[src/sv/blt_pkg.sv]
// Bouncing line trail: shared constants, types and helper functions.
// Used by the top level bouncing_line_trail and by its testbench.
package blt_pkg;

  localparam int RING_LINES = 20;
  localparam int MAX_SPEED  = 6;
  localparam int IDX_W      = (RING_LINES > 1) ? $clog2(RING_LINES) : 1;
  localparam int ADDR_W     = 3;

  // register index, taken from paddr[2]
  localparam logic REG_WIDTH  = 1'b0;
  localparam logic REG_HEIGHT = 1'b1;

  localparam logic [7:0] WIDTH_RESET  = 8'd128;
  localparam logic [7:0] HEIGHT_RESET = 8'd64;

  // coordinate k: 0 = x0, 1 = y0, 2 = x1, 3 = y1 (odd k bounces on height)
  typedef struct packed {
    logic [3:0][3:0] vel;
    logic [3:0][7:0] pos;
  } seg_t;

  typedef enum logic [3:0] {
    S_IDLE,
    S_RD_ERASE,
    S_LD_ERASE,
    S_RD_HEAD,
    S_LD_HEAD,
    S_STEP,
    S_WRITE,
    S_RD_SEG,
    S_LD_SEG
  } state_t;

  function automatic logic [IDX_W-1:0] next_idx(input logic [IDX_W-1:0] i);
    if (i == IDX_W'(RING_LINES - 1)) begin
      return '0;
    end
    return i + 1'b1;
  endfunction

  function automatic logic [2:0] clamp_speed(input logic [2:0] s);
    if (s == 3'd0) begin
      return 3'd1;
    end
    if (s > 3'(MAX_SPEED - 1)) begin
      return 3'(MAX_SPEED - 1);
    end
    return s;
  endfunction

endpackage

[src/sv/blt_step.sv]
// Bounce step for one coordinate: move by velocity, reverse with a new
// magnitude when leaving 0..bound, then saturate. Shared over the four coordinates.
// No package dependencies.
module blt_step (
  input  logic [7:0]        pos,
  input  logic signed [3:0] vel,
  input  logic [7:0]        bound,
  input  logic [2:0]        speed,
  output logic [7:0]        pos_next,
  output logic signed [3:0] vel_next
);

  logic signed [9:0] ext_pos;
  logic signed [9:0] ext_bnd;
  logic signed [9:0] n0;
  logic signed [9:0] n;
  logic signed [3:0] sp4;
  logic signed [3:0] nv;
  logic              out_of;

  always_comb begin
    ext_pos = signed'({2'b00, pos});
    ext_bnd = signed'({2'b00, bound});
    sp4     = signed'({1'b0, speed});
    n0      = ext_pos + signed'({{6{vel[3]}}, vel});
    out_of  = (n0 < 10'sd0) || (n0 > ext_bnd);
    if (vel > 4'sd0) begin
      nv = -sp4;
    end else if (vel < 4'sd0) begin
      nv = sp4;
    end else begin
      nv = 4'sd0;
    end
    if (out_of) begin
      vel_next = nv;
      n        = ext_pos + signed'({{6{nv[3]}}, nv});
    end else begin
      vel_next = vel;
      n        = n0;
    end
    if (n < 10'sd0) begin
      pos_next = 8'd0;
    end else if (n > ext_bnd) begin
      pos_next = bound;
    end else begin
      pos_next = n[7:0];
    end
  end

endmodule

[src/sv/bouncing_line_trail.sv]
// Bouncing line trail top level: APB registers, segment ring, sequencer.
// Depends on blt_pkg and blt_step.
//
//   channel | direction | handshake          | word
//   --------+-----------+--------------------+-------------------------------------
//   in      | input     | in_valid/in_stall  | rand_x0..y1, rand_speed_a..d
//   out     | output    | out_valid/out_stall| seg_x0..y1, is_erase, last_segment
//   apb     | config    | psel/penable/pready| screen_width (0x0), screen_height (0x4)
//
// One frame tick gives RING_LINES+1 words; the block takes no new tick until
// the last word of the previous tick has been loaded for output.
// Each word goes through a read state on the single ring read port, then a load state;
// the four coordinates go one per cycle through the shared step unit.
// Reset is synchronous; the ring reads as zero until written (valid bits).
// Output stall holds the sequencer at the next load; in_stall is high while busy.
module bouncing_line_trail (
  input  logic                       clk,
  input  logic                       rst,
  input  logic                       psel,
  input  logic                       penable,
  input  logic                       pwrite,
  input  logic [blt_pkg::ADDR_W-1:0] paddr,
  input  logic [31:0]                pwdata,
  output logic [31:0]                prdata,
  output logic                       pready,
  input  logic                       in_valid,
  output logic                       in_stall,
  input  logic [7:0]                 rand_x0,
  input  logic [7:0]                 rand_y0,
  input  logic [7:0]                 rand_x1,
  input  logic [7:0]                 rand_y1,
  input  logic [2:0]                 rand_speed_a,
  input  logic [2:0]                 rand_speed_b,
  input  logic [2:0]                 rand_speed_c,
  input  logic [2:0]                 rand_speed_d,
  output logic                       out_valid,
  input  logic                       out_stall,
  output logic [7:0]                 seg_x0,
  output logic [7:0]                 seg_y0,
  output logic [7:0]                 seg_x1,
  output logic [7:0]                 seg_y1,
  output logic                       is_erase,
  output logic                       last_segment
);

  blt_pkg::state_t state;
  blt_pkg::state_t state_next;

  logic [7:0]                  screen_width;
  logic [7:0]                  screen_height;
  logic                        seeded;
  logic [blt_pkg::IDX_W-1:0]   head;
  logic [blt_pkg::IDX_W-1:0]   ptr;
  logic [blt_pkg::IDX_W-1:0]   cnt;
  logic [1:0]                  k;
  logic [3:0][2:0]             sp;
  blt_pkg::seg_t               cur;
  blt_pkg::seg_t               mem [blt_pkg::RING_LINES];
  logic [blt_pkg::RING_LINES-1:0] valid;
  blt_pkg::seg_t               rdata;
  logic                        rvld;

  logic                        accept;
  logic                        out_free;
  logic                        apb_wr;
  logic                        rd_en;
  logic [blt_pkg::IDX_W-1:0]   raddr;
  logic                        wr_en;
  logic [blt_pkg::IDX_W-1:0]   waddr;
  blt_pkg::seg_t               wdata;
  logic                        seed;
  logic                        out_load;
  logic                        load_erase;
  blt_pkg::seg_t               seed_seg;
  logic [7:0]                  step_pos;
  logic [3:0]                  step_vel;

  assign pready   = 1'b1;
  assign in_stall = (state != blt_pkg::S_IDLE);
  assign accept   = in_valid && !in_stall;
  assign out_free = !out_valid || !out_stall;
  assign apb_wr   = psel && penable && pwrite && pready;

  always_comb begin
    unique case (paddr[2])
      blt_pkg::REG_WIDTH:  prdata = {24'd0, screen_width};
      blt_pkg::REG_HEIGHT: prdata = {24'd0, screen_height};
      default:             prdata = 32'd0;
    endcase
  end

  always_comb begin
    seed_seg.pos = {rand_y1, rand_x1, rand_y0, rand_x0};
    seed_seg.vel = {{1'b0, blt_pkg::clamp_speed(rand_speed_d)},
                    {1'b0, blt_pkg::clamp_speed(rand_speed_c)},
                    {1'b0, blt_pkg::clamp_speed(rand_speed_b)},
                    {1'b0, blt_pkg::clamp_speed(rand_speed_a)}};
  end

  blt_step u_step (
    .pos      (cur.pos[k]),
    .vel      (cur.vel[k]),
    .bound    (k[0] ? screen_height : screen_width),
    .speed    (sp[k]),
    .pos_next (step_pos),
    .vel_next (step_vel)
  );

  // next state
  always_comb begin
    state_next = state;
    unique case (state)
      blt_pkg::S_IDLE:     if (accept) state_next = blt_pkg::S_RD_ERASE;
      blt_pkg::S_RD_ERASE: state_next = blt_pkg::S_LD_ERASE;
      blt_pkg::S_LD_ERASE: if (out_free) state_next = blt_pkg::S_RD_HEAD;
      blt_pkg::S_RD_HEAD:  state_next = blt_pkg::S_LD_HEAD;
      blt_pkg::S_LD_HEAD:  state_next = blt_pkg::S_STEP;
      blt_pkg::S_STEP:     if (k == 2'd3) state_next = blt_pkg::S_WRITE;
      blt_pkg::S_WRITE:    state_next = blt_pkg::S_RD_SEG;
      blt_pkg::S_RD_SEG:   state_next = blt_pkg::S_LD_SEG;
      blt_pkg::S_LD_SEG: begin
        if (out_free) begin
          if (cnt == blt_pkg::IDX_W'(blt_pkg::RING_LINES - 1)) begin
            state_next = blt_pkg::S_IDLE;
          end else begin
            state_next = blt_pkg::S_RD_SEG;
          end
        end
      end
      default:             state_next = blt_pkg::S_IDLE;
    endcase
  end

  // sequencer strobes
  always_comb begin
    rd_en      = 1'b0;
    raddr      = ptr;
    wr_en      = 1'b0;
    waddr      = blt_pkg::next_idx(head);
    wdata      = cur;
    seed       = 1'b0;
    out_load   = 1'b0;
    load_erase = 1'b0;
    unique case (state)
      blt_pkg::S_IDLE: begin
        if (accept && !seeded) begin
          seed  = 1'b1;
          wr_en = 1'b1;
          waddr = blt_pkg::IDX_W'(blt_pkg::RING_LINES - 1);
          wdata = seed_seg;
        end
      end
      blt_pkg::S_RD_ERASE: begin
        rd_en = 1'b1;
        raddr = blt_pkg::next_idx(head);
      end
      blt_pkg::S_LD_ERASE: begin
        out_load   = out_free;
        load_erase = 1'b1;
      end
      blt_pkg::S_RD_HEAD: begin
        rd_en = 1'b1;
        raddr = head;
      end
      blt_pkg::S_WRITE:  wr_en = 1'b1;
      blt_pkg::S_RD_SEG: rd_en = 1'b1;
      blt_pkg::S_LD_SEG: out_load = out_free;
      default: ;
    endcase
  end

  // control registers
  always_ff @(posedge clk) begin
    if (rst) begin
      state         <= blt_pkg::S_IDLE;
      seeded        <= 1'b0;
      head          <= blt_pkg::IDX_W'(blt_pkg::RING_LINES - 1);
      out_valid     <= 1'b0;
      valid         <= '0;
      screen_width  <= blt_pkg::WIDTH_RESET;
      screen_height <= blt_pkg::HEIGHT_RESET;
      ptr           <= '0;
      cnt           <= '0;
      k             <= '0;
    end else begin
      state <= state_next;
      if (apb_wr) begin
        if (paddr[2] == blt_pkg::REG_WIDTH) begin
          screen_width <= pwdata[7:0];
        end else begin
          screen_height <= pwdata[7:0];
        end
      end
      // seeding empties the ring but for the seeded head slot (the top one)
      if (seed) begin
        seeded <= 1'b1;
        head   <= waddr;
        valid  <= {1'b1, {(blt_pkg::RING_LINES - 1){1'b0}}};
      end else if (wr_en) begin
        valid[waddr] <= 1'b1;
      end
      if (state == blt_pkg::S_WRITE) begin
        head <= waddr;
        ptr  <= blt_pkg::next_idx(waddr);
        cnt  <= '0;
      end
      if (state == blt_pkg::S_LD_SEG && out_free) begin
        ptr <= blt_pkg::next_idx(ptr);
        cnt <= cnt + 1'b1;
      end
      if (state == blt_pkg::S_LD_HEAD) begin
        k <= '0;
      end else if (state == blt_pkg::S_STEP) begin
        k <= k + 1'b1;
      end
      if (out_load) begin
        out_valid <= 1'b1;
      end else if (!out_stall) begin
        out_valid <= 1'b0;
      end
    end
  end

  // payload registers and ring memory
  always_ff @(posedge clk) begin
    if (wr_en) begin
      mem[waddr] <= wdata;
    end
    if (rd_en) begin
      rdata <= mem[raddr];
      rvld  <= valid[raddr];
    end
    if (accept) begin
      sp <= {blt_pkg::clamp_speed(rand_speed_d), blt_pkg::clamp_speed(rand_speed_c),
             blt_pkg::clamp_speed(rand_speed_b), blt_pkg::clamp_speed(rand_speed_a)};
    end
    if (state == blt_pkg::S_LD_HEAD) begin
      cur <= rvld ? rdata : '0;
    end else if (state == blt_pkg::S_STEP) begin
      cur.pos[k] <= step_pos;
      cur.vel[k] <= step_vel;
    end
    if (out_load) begin
      seg_x0       <= rvld ? rdata.pos[0] : 8'd0;
      seg_y0       <= rvld ? rdata.pos[1] : 8'd0;
      seg_x1       <= rvld ? rdata.pos[2] : 8'd0;
      seg_y1       <= rvld ? rdata.pos[3] : 8'd0;
      is_erase     <= load_erase;
      last_segment <= !load_erase && (cnt == blt_pkg::IDX_W'(blt_pkg::RING_LINES - 1));
    end
  end

  a_accept_starts: assert property (@(posedge clk) disable iff (rst)
    accept |=> state == blt_pkg::S_RD_ERASE)
    else $error("accepted word did not start the erase read");

  a_head_advance: assert property (@(posedge clk) disable iff (rst)
    state == blt_pkg::S_WRITE |=> head == blt_pkg::next_idx($past(head)))
    else $error("head did not advance by one slot");

  a_step_done: assert property (@(posedge clk) disable iff (rst)
    (state == blt_pkg::S_STEP && k == 2'd3) |=> state == blt_pkg::S_WRITE)
    else $error("step sequence did not end in the write");

  a_seeded_holds: assert property (@(posedge clk) disable iff (rst)
    seeded |=> seeded)
    else $error("seeded flag dropped");

  a_load_free: assert property (@(posedge clk) disable iff (rst)
    out_load |-> (!out_valid || !out_stall))
    else $error("output register overwritten while stalled");

endmodule

[config.mk]
export PLATFORM = sky130hd
export DESIGN_NAME = bouncing_line_trail
export DESIGN_NICKNAME = d
export VERILOG_FILES = /design/src/sv/blt_pkg.sv /design/src/sv/blt_step.sv /design/src/sv/bouncing_line_trail.sv
export SDC_FILE = /design/constraint.sdc
export NUM_CORES = 2
export LEC_CHECK = 0
export BUFFER_PORTS_ARGS = -buffer_cell sky130_fd_sc_hd__buf_4
export CORE_ASPECT_RATIO = 0.8
export CORE_MARGIN = 2
export CORE_UTILIZATION = 65
export CTS_BUF_LIST = sky130_fd_sc_hd__clkbuf_2 sky130_fd_sc_hd__clkbuf_4 sky130_fd_sc_hd__clkbuf_8
export CTS_CLUSTER_DIAMETER = 150
export DETAILED_ROUTE_END_ITERATION = 16
export PLACE_DENSITY = 0.85
export SLEW_MARGIN = 30
export SYNTH_ARGS = -nofsm -noshare
export SYNTH_HDL_FRONTEND = slang
export SYNTH_SLANG_ARGS = --single-unit
[constraint.sdc]
create_clock -name clk -period 13.65 [get_ports clk]
set_input_delay 2.73 -clock clk [delete_from_list [all_inputs] [get_ports clk]]
set_output_delay 2.73 -clock clk [all_outputs]
set_load 0.01 [all_outputs]
# Yosys cells after proc, flatten, opt, wreduce, memory -nomap -nowiden
# Memory sizes are Yosys's and may differ from the RTL's. A register that Yosys moved wholly into a read port is not among the register bits.
# Index checks and enable logic that the tools add are counted.
[word_totals]
mem_count = 1
reg_bits = 154
mem_bits_rw = 960
[mem_list]
columns = ["name", "words", "word_bits", "rd", "rd_clocked_by_memory_dff", "write_ports", "line_no", "text"]
rows = [
  ["mem", 20, 48, 1, 1, 1, "bouncing_line_trail.sv:58", "blt_pkg::seg_t mem [blt_pkg::RING_LINES];"],
]
[op_classes]
n_lt_le_gt_ge = 15
addsub = 8
n_reduce_logical = 32
bitwise_logic = 2
n_mux = 119
eq_ne = 18
[op_table]
columns = ["op", "count"]
rows = [
  ["48-bit 2-to-1 mux", 5],
  ["3-bit 2-to-1 mux", 27],
  ["5-bit 2-to-1 mux", 15],
  ["32-bit one-hot mux with 2 select lines", 1],
  ["1-bit 2-to-1 mux", 43],
  ["20-bit 2-to-1 mux", 2],
  ["8-bit 2-to-1 mux", 5],
  ["4-bit one-hot mux with 9 select lines", 1],
  ["32-bit bitwise mux", 1],
  ["4-bit 2-to-1 mux", 8],
  ["5-bit by 1-bit adder with 5-bit output (second input constant)", 4],
  ["9-bit by 4-bit adder with 10-bit output", 2],
  ["5-bit equality test (second input constant)", 4],
  ["10-bit by 9-bit greater-than comparator with 1-bit output", 2],
  ["10-bit by 1-bit less-than comparator with 1-bit output (second input constant)", 2],
  ["20-bit bitwise OR", 1],
  ["8-bit binary-select mux with 2-bit select", 1],
  ["16-bit bitwise mux", 1],
  ["8-bit demux with 2-bit select", 1],
  ["4-bit by 3-bit equality test with 1-bit output (second input constant)", 4],
  ["3-bit greater-than comparator (second input constant)", 4],
  ["3-bit logical NOT", 4],
  ["5-bit by 6-bit less-than comparator with 1-bit output (second input constant)", 2],
  ["10-bit 2-to-1 mux", 1],
  ["31 further kinds", 53],
]

# Longest topological paths before layout
[depth]
ltp_word = 13
ltp_mapped = 28

# Cells and area by module
# Synthesis repeated with hierarchy kept, for this count alone.
[unflattened]
hier_cells = 3057
hier_area_um2 = 48497.8
[by_module_without_submodules]
columns = ["mod", "area_per_inst_um2", "instances", "cells_each"]
rows = [
  ["bouncing_line_trail", 46960.0, 1, 2862],
  ["blt_step", 1537.7, 1, 195],
]

# Worst setup path before layout
# OpenSTA, ideal clock, no wires.
[synth_path]
kind = "in2reg"
startpoint = "in in_valid"
endpoint = "mem mem[7][0] (netlist name) (enable)"
path_stages = 8
setup_ns = 0.455
path_slack_ns = 7.267
path_buffers = 1
t_arrival_ns = 5.928
path_cell_list = "nand2_1 -> nor2_1 -> nor2_1 -> inv_1 -> ha_1 -> clkbuf_1 -> nand2_1 -> nor2_1"
[synth_via]
elab_cells_between_ends = 8
classes_between = "mux (6); reduce/logical (2)"
[synth_lines]
columns = ["element", "line_no", "text"]
rows = [
  ["start, declared", "bouncing_line_trail.sv:26", "input logic in_valid,"],
  ["1-bit logical AND", "bouncing_line_trail.sv:80", "assign accept = in_valid && !in_stall;"],
  ["1-bit logical AND", "bouncing_line_trail.sv:146", "if (accept && !seeded) begin"],
  ["5-bit 2-to-1 mux", "bouncing_line_trail.sv:146", ""],
  ["5-bit 2-to-1 mux", "bouncing_line_trail.sv:144", "unique case (state)"],
  ["net waddr (one bit)", "bouncing_line_trail.sv:69", "logic [blt_pkg::IDX_W-1:0] waddr;"],
  ["end, declared", "bouncing_line_trail.sv:58", ""],
]
# The timed path passes the listed nets, and every way through them passes these cells.

# Final worst setup path
[layout_path]
startpoint = "reg k[0]"
endpoint = "reg cur[7] (netlist name) (data pin)"
[layout_via]
elab_chain_cells = 13
elab_cells_between_ends = 30
classes_between = "add/sub (3); order compare (8); mux (17); reduce/logical (2)"
[layout_rtl]
columns = ["element", "line_no", "text"]
rows = [
  ["start, declared", "bouncing_line_trail.sv:55", "logic [1:0] k;"],
  ["start signal, assigned", "bouncing_line_trail.sv:214", "k <= k + 1'b1;"],
  ["4-bit binary-select mux with 2-bit select", "bouncing_line_trail.sv:102", ".vel (cur.vel[k]),"],
  ["4-bit 2-to-1 mux (not written as such)", "bouncing_line_trail.sv:102", ""],
  ["4-bit by 1-bit less-than comparator with 1-bit output", "blt_step.sv:29", "end else if (vel < 4'sd0) begin"],
  ["3-bit 2-to-1 mux", "blt_step.sv:29", ""],
  ["4-bit 2-to-1 mux", "blt_step.sv:27", "if (vel > 4'sd0) begin"],
  ["9-bit by 4-bit adder with 10-bit output", "blt_step.sv:36", "n = ext_pos + signed'({{6{nv[3]}}, nv});"],
  ["10-bit 2-to-1 mux", "blt_step.sv:34", "if (out_of) begin"],
  ["10-bit by 9-bit greater-than comparator with 1-bit output", "blt_step.sv:43", "end else if (n > ext_bnd) begin"],
  ["8-bit 2-to-1 mux", "blt_step.sv:43", ""],
  ["8-bit 2-to-1 mux", "blt_step.sv:41", "if (n < 10'sd0) begin"],
  ["32-bit bitwise mux (*)", "bouncing_line_trail.sv:240", "cur.pos[k] <= step_pos;"],
  ["48-bit 2-to-1 mux (*)", "bouncing_line_trail.sv:239", "end else if (state == blt_pkg::S_STEP) begin"],
  ["48-bit 2-to-1 mux (*)", "bouncing_line_trail.sv:237", "if (state == blt_pkg::S_LD_HEAD) begin"],
  ["end signal, assigned", "bouncing_line_trail.sv:238", "cur <= rvld ? rdata : '0;"],
  ["end, declared", "bouncing_line_trail.sv:57", "blt_pkg::seg_t cur;"],
]
# Every way passes the cells marked *; elsewhere a longest branch is shown, timed or not. The select of a mux whose other input is x is not followed.
# A chain may end at the register's enable or synchronous reset.

==> results.toml <==
[synthesis]
synth_cells = 3914
syn_area_per_cell_um2 = 12.4
synth.distinct_cells = 74
yosysTopAreaCell = "edfxtp_1"
ys_warn_count = 0
ys_seq_area_frac = 0.707
ys.flop_type = "edfxtp_1"
netlist_area_um2 = 48500
synth.top_cell.area_share = 0.682
synth_edf_count = 1103
async_flop_share = 0
ys_ff_latch = 1162
yosys-top-cells-area = "edfxtp_1 68%, nand2_1 9.3%, dfxtp_1 2.4%"

[worst_setup_path]
endpoint_kind = "flop"
slowest_stage = "nor3_1"
critPathArrivalTime_ns = 8.09
slowest_delay_ns = 0.70
path_common_cell = "a211oi_1"
worstSetupPathType = "flop to flop"
startpoint_type = "flop"
worstPathRequired_ns = 14.17
r2r_start = "k[0]"
crit_fanout = 16
crit_start = "k[0]"
worstPathCellList = "buf_4 -> mux4_2 -> ha_1 -> a211oi_1 -> nor2_1 -> o21ai_0 -> a211oi_1 -> xnor2_1 -> ha_1 -> a211oi_1 -> nand3_1 -> o21ai_0 -> o21ai_2 -> buf_4 -> mux2_2 -> ha_1 -> a211oi_1 -> o21bai_1 -> a21o_1 -> a221oi_1 -> a31o_2 -> a21oi_4 -> nor3_1 -> o31ai_1"

[floorplan]
die-width_um = 309
rows = 89
start_util = 0.657
die_h_um = 248
dieArea_um2 = 76900
core_um2 = 73800
ios = 155

[clock_network]
cts_resized = 0
clockBufferDepth = 3
cts_sinks = 1162
cts_hold_repair.buffers = 0
worstSkewPairLatency_ns = 0.83
cts_setup_buffers = 0
clkTransAtPathRegs_ns = 0.06
h-tree-depth = 4
cts_made_buffers = 171
clock-root-buffer = "clkbuf_8"
cts_tree = "built"

[power]
p_leak_nw = 18.8
power_density_nw_per_um2 = 158
max-vdd-ir-drop_v = 0.0000918

[cells_and_area]
drive_above_1_share = 0.130
utilization = 0.727
area_delta_synth_final_pct = 10.6
nets = 4141
layout_common_cells = "1204 x nand2_1, 1103 x edfxtp_1, 234 x nand3_1"
layout_commonest_cell = "nand2_1"
fin_area_um2 = 53700

[sta]
setup_viol = 0
timing.final.crit_share = 0.555
min_period_ns = 7.57
max_freq_mhz = 132
worstMarginPinSlew_ns = 1.06
final-hold-violation-count = 0
slew_headroom = 0.290
slew_viol_final = 0
tns_ns = 0
rsz0062_at_grt = "false"
fin_worst_skew_ns = 0.0355

[job]
maxCapViolCount = 0

[detailed_routing]
first_pass_iters = 7
wirelength_um = 133000
vias_per_cell = 6.54
drt-initial-drc-count = 5423
routedWlPerCell_um = 25.8
vias = 33600
ant_nets = 0
drc_errors = 0

[place]
place_hpwl_um = 71000
io_buffers = 103
placed_cell_area_um2 = 50300
gp_congestion = 0.968

[global_route]
overflow = 0
grt_max_degree = 191
grt_pass1_vias = 31400
grt_pass1_wl_um = 193000
grt_usage = 0.345
antenna_found_initial = 3

[min_path]
hold_path_startpoint = "valid[0]"
min-delay-path-class = "flop to flop"

[outcome]
status = "complete, no violations"
state kept, by name, summed over array words and instances (netlist names), 8 cells and up:
name	count
seg_y0	8
valid	20
rdata	48
mem	960
seg_y1	8
seg_x0	8
screen_height	8
seg_x1	8
screen_width	8
sp	12
cur	48
through the flow:
stage	instances	hold WS [ns]	setup slack [ns]	power (mW)
2_1_floorplan	3937	0.440	7.27	5.23
3_3_place_gp	4830	0.446	6.41	5.66
3_5_place_dp	4833	0.455	6.41	5.71
4_1_cts	5136	0.468	6.31	8.41
5_1_grt	5138	0.481	5.81	8.71
6_report	5139	0.465	6.08	8.46
final timing paths:
kind                                  to  slack [ns]  cells after the start
worst max-delay path              cur[7]        6.08                     24
worst min-delay path            valid[0]        0.47                      1
worst max register to register    cur[7]        6.08                     24
worst min register to register  valid[0]        0.47                      1
critical path: cells and delay by family, from the launching register on:
kind,cells,cell delay (ns)
compound gates,13,2.73
mux,2,0.99
buf+inv,2,0.67
flops,1,0.54
fa+ha+maj,3,1.02
xor+xnor,1,0.37
simple gates,3,0.92
layout make-up:
type	instances	area [um^2]
fill	4434	20200
sequential	1162	34300
antenna	1	2.50
clock inverter	49	290
tap	1001	1250
clock buffer	254	3050
inverter	30	114
multi-input combinational	2475	13300
timing repair buffer	167	1390
synthesized netlist by cell type, types with 24 or more instances:
| master | count |
|---|---|
| o2111ai_1 | 47 |
| nor2_1 | 125 |
| o22ai_1 | 50 |
| o21a_1 | 25 |
| dfxtp_1 | 59 |
| edfxtp_1 | 1103 |
| nand2_1 | 1205 |
| a21oi_1 | 141 |
| and3_1 | 103 |
| ha_1 | 46 |
| o31ai_1 | 32 |
| a311oi_1 | 99 |
| mux2_2 | 24 |
| nand3_1 | 234 |
| clkbuf_1 | 169 |
| a31oi_1 | 53 |
| buf_2 | 59 |
| and2_1 | 39 |
| o21ai_0 | 36 |
| buf_4 | 26 |
| inv_1 | 29 |
cell families after synthesis:
family	count (synthesis)	share of synthesized area
compound gates	550	0.0787
xor+xnor	17	0.00345
fa+ha+maj	48	0.0127
buf+inv	300	0.0273
flops	1162	0.707
mux	52	0.0152
other cells	2	0.000155
simple gates	1783	0.156
layer usage:
metal | track usage | wire length, um | vias up
li1 | - | - | 14400
met3 | 0.108 | 21600 | 420
met4 | 0.150 | 5280 | 6
met5 | 0 | 36 | -
met2 | 0.510 | 58700 | 2770
met1 | 0.479 | 47000 | 16000
power by group:
group | switching [mW] | internal (mW)
combinational | 1.09 | 0.404
clock | 1.29 | 1.46
sequential | 0.0399 | 4.17
total | 2.43 | 6.03
(Power assumes the default switching activity.)
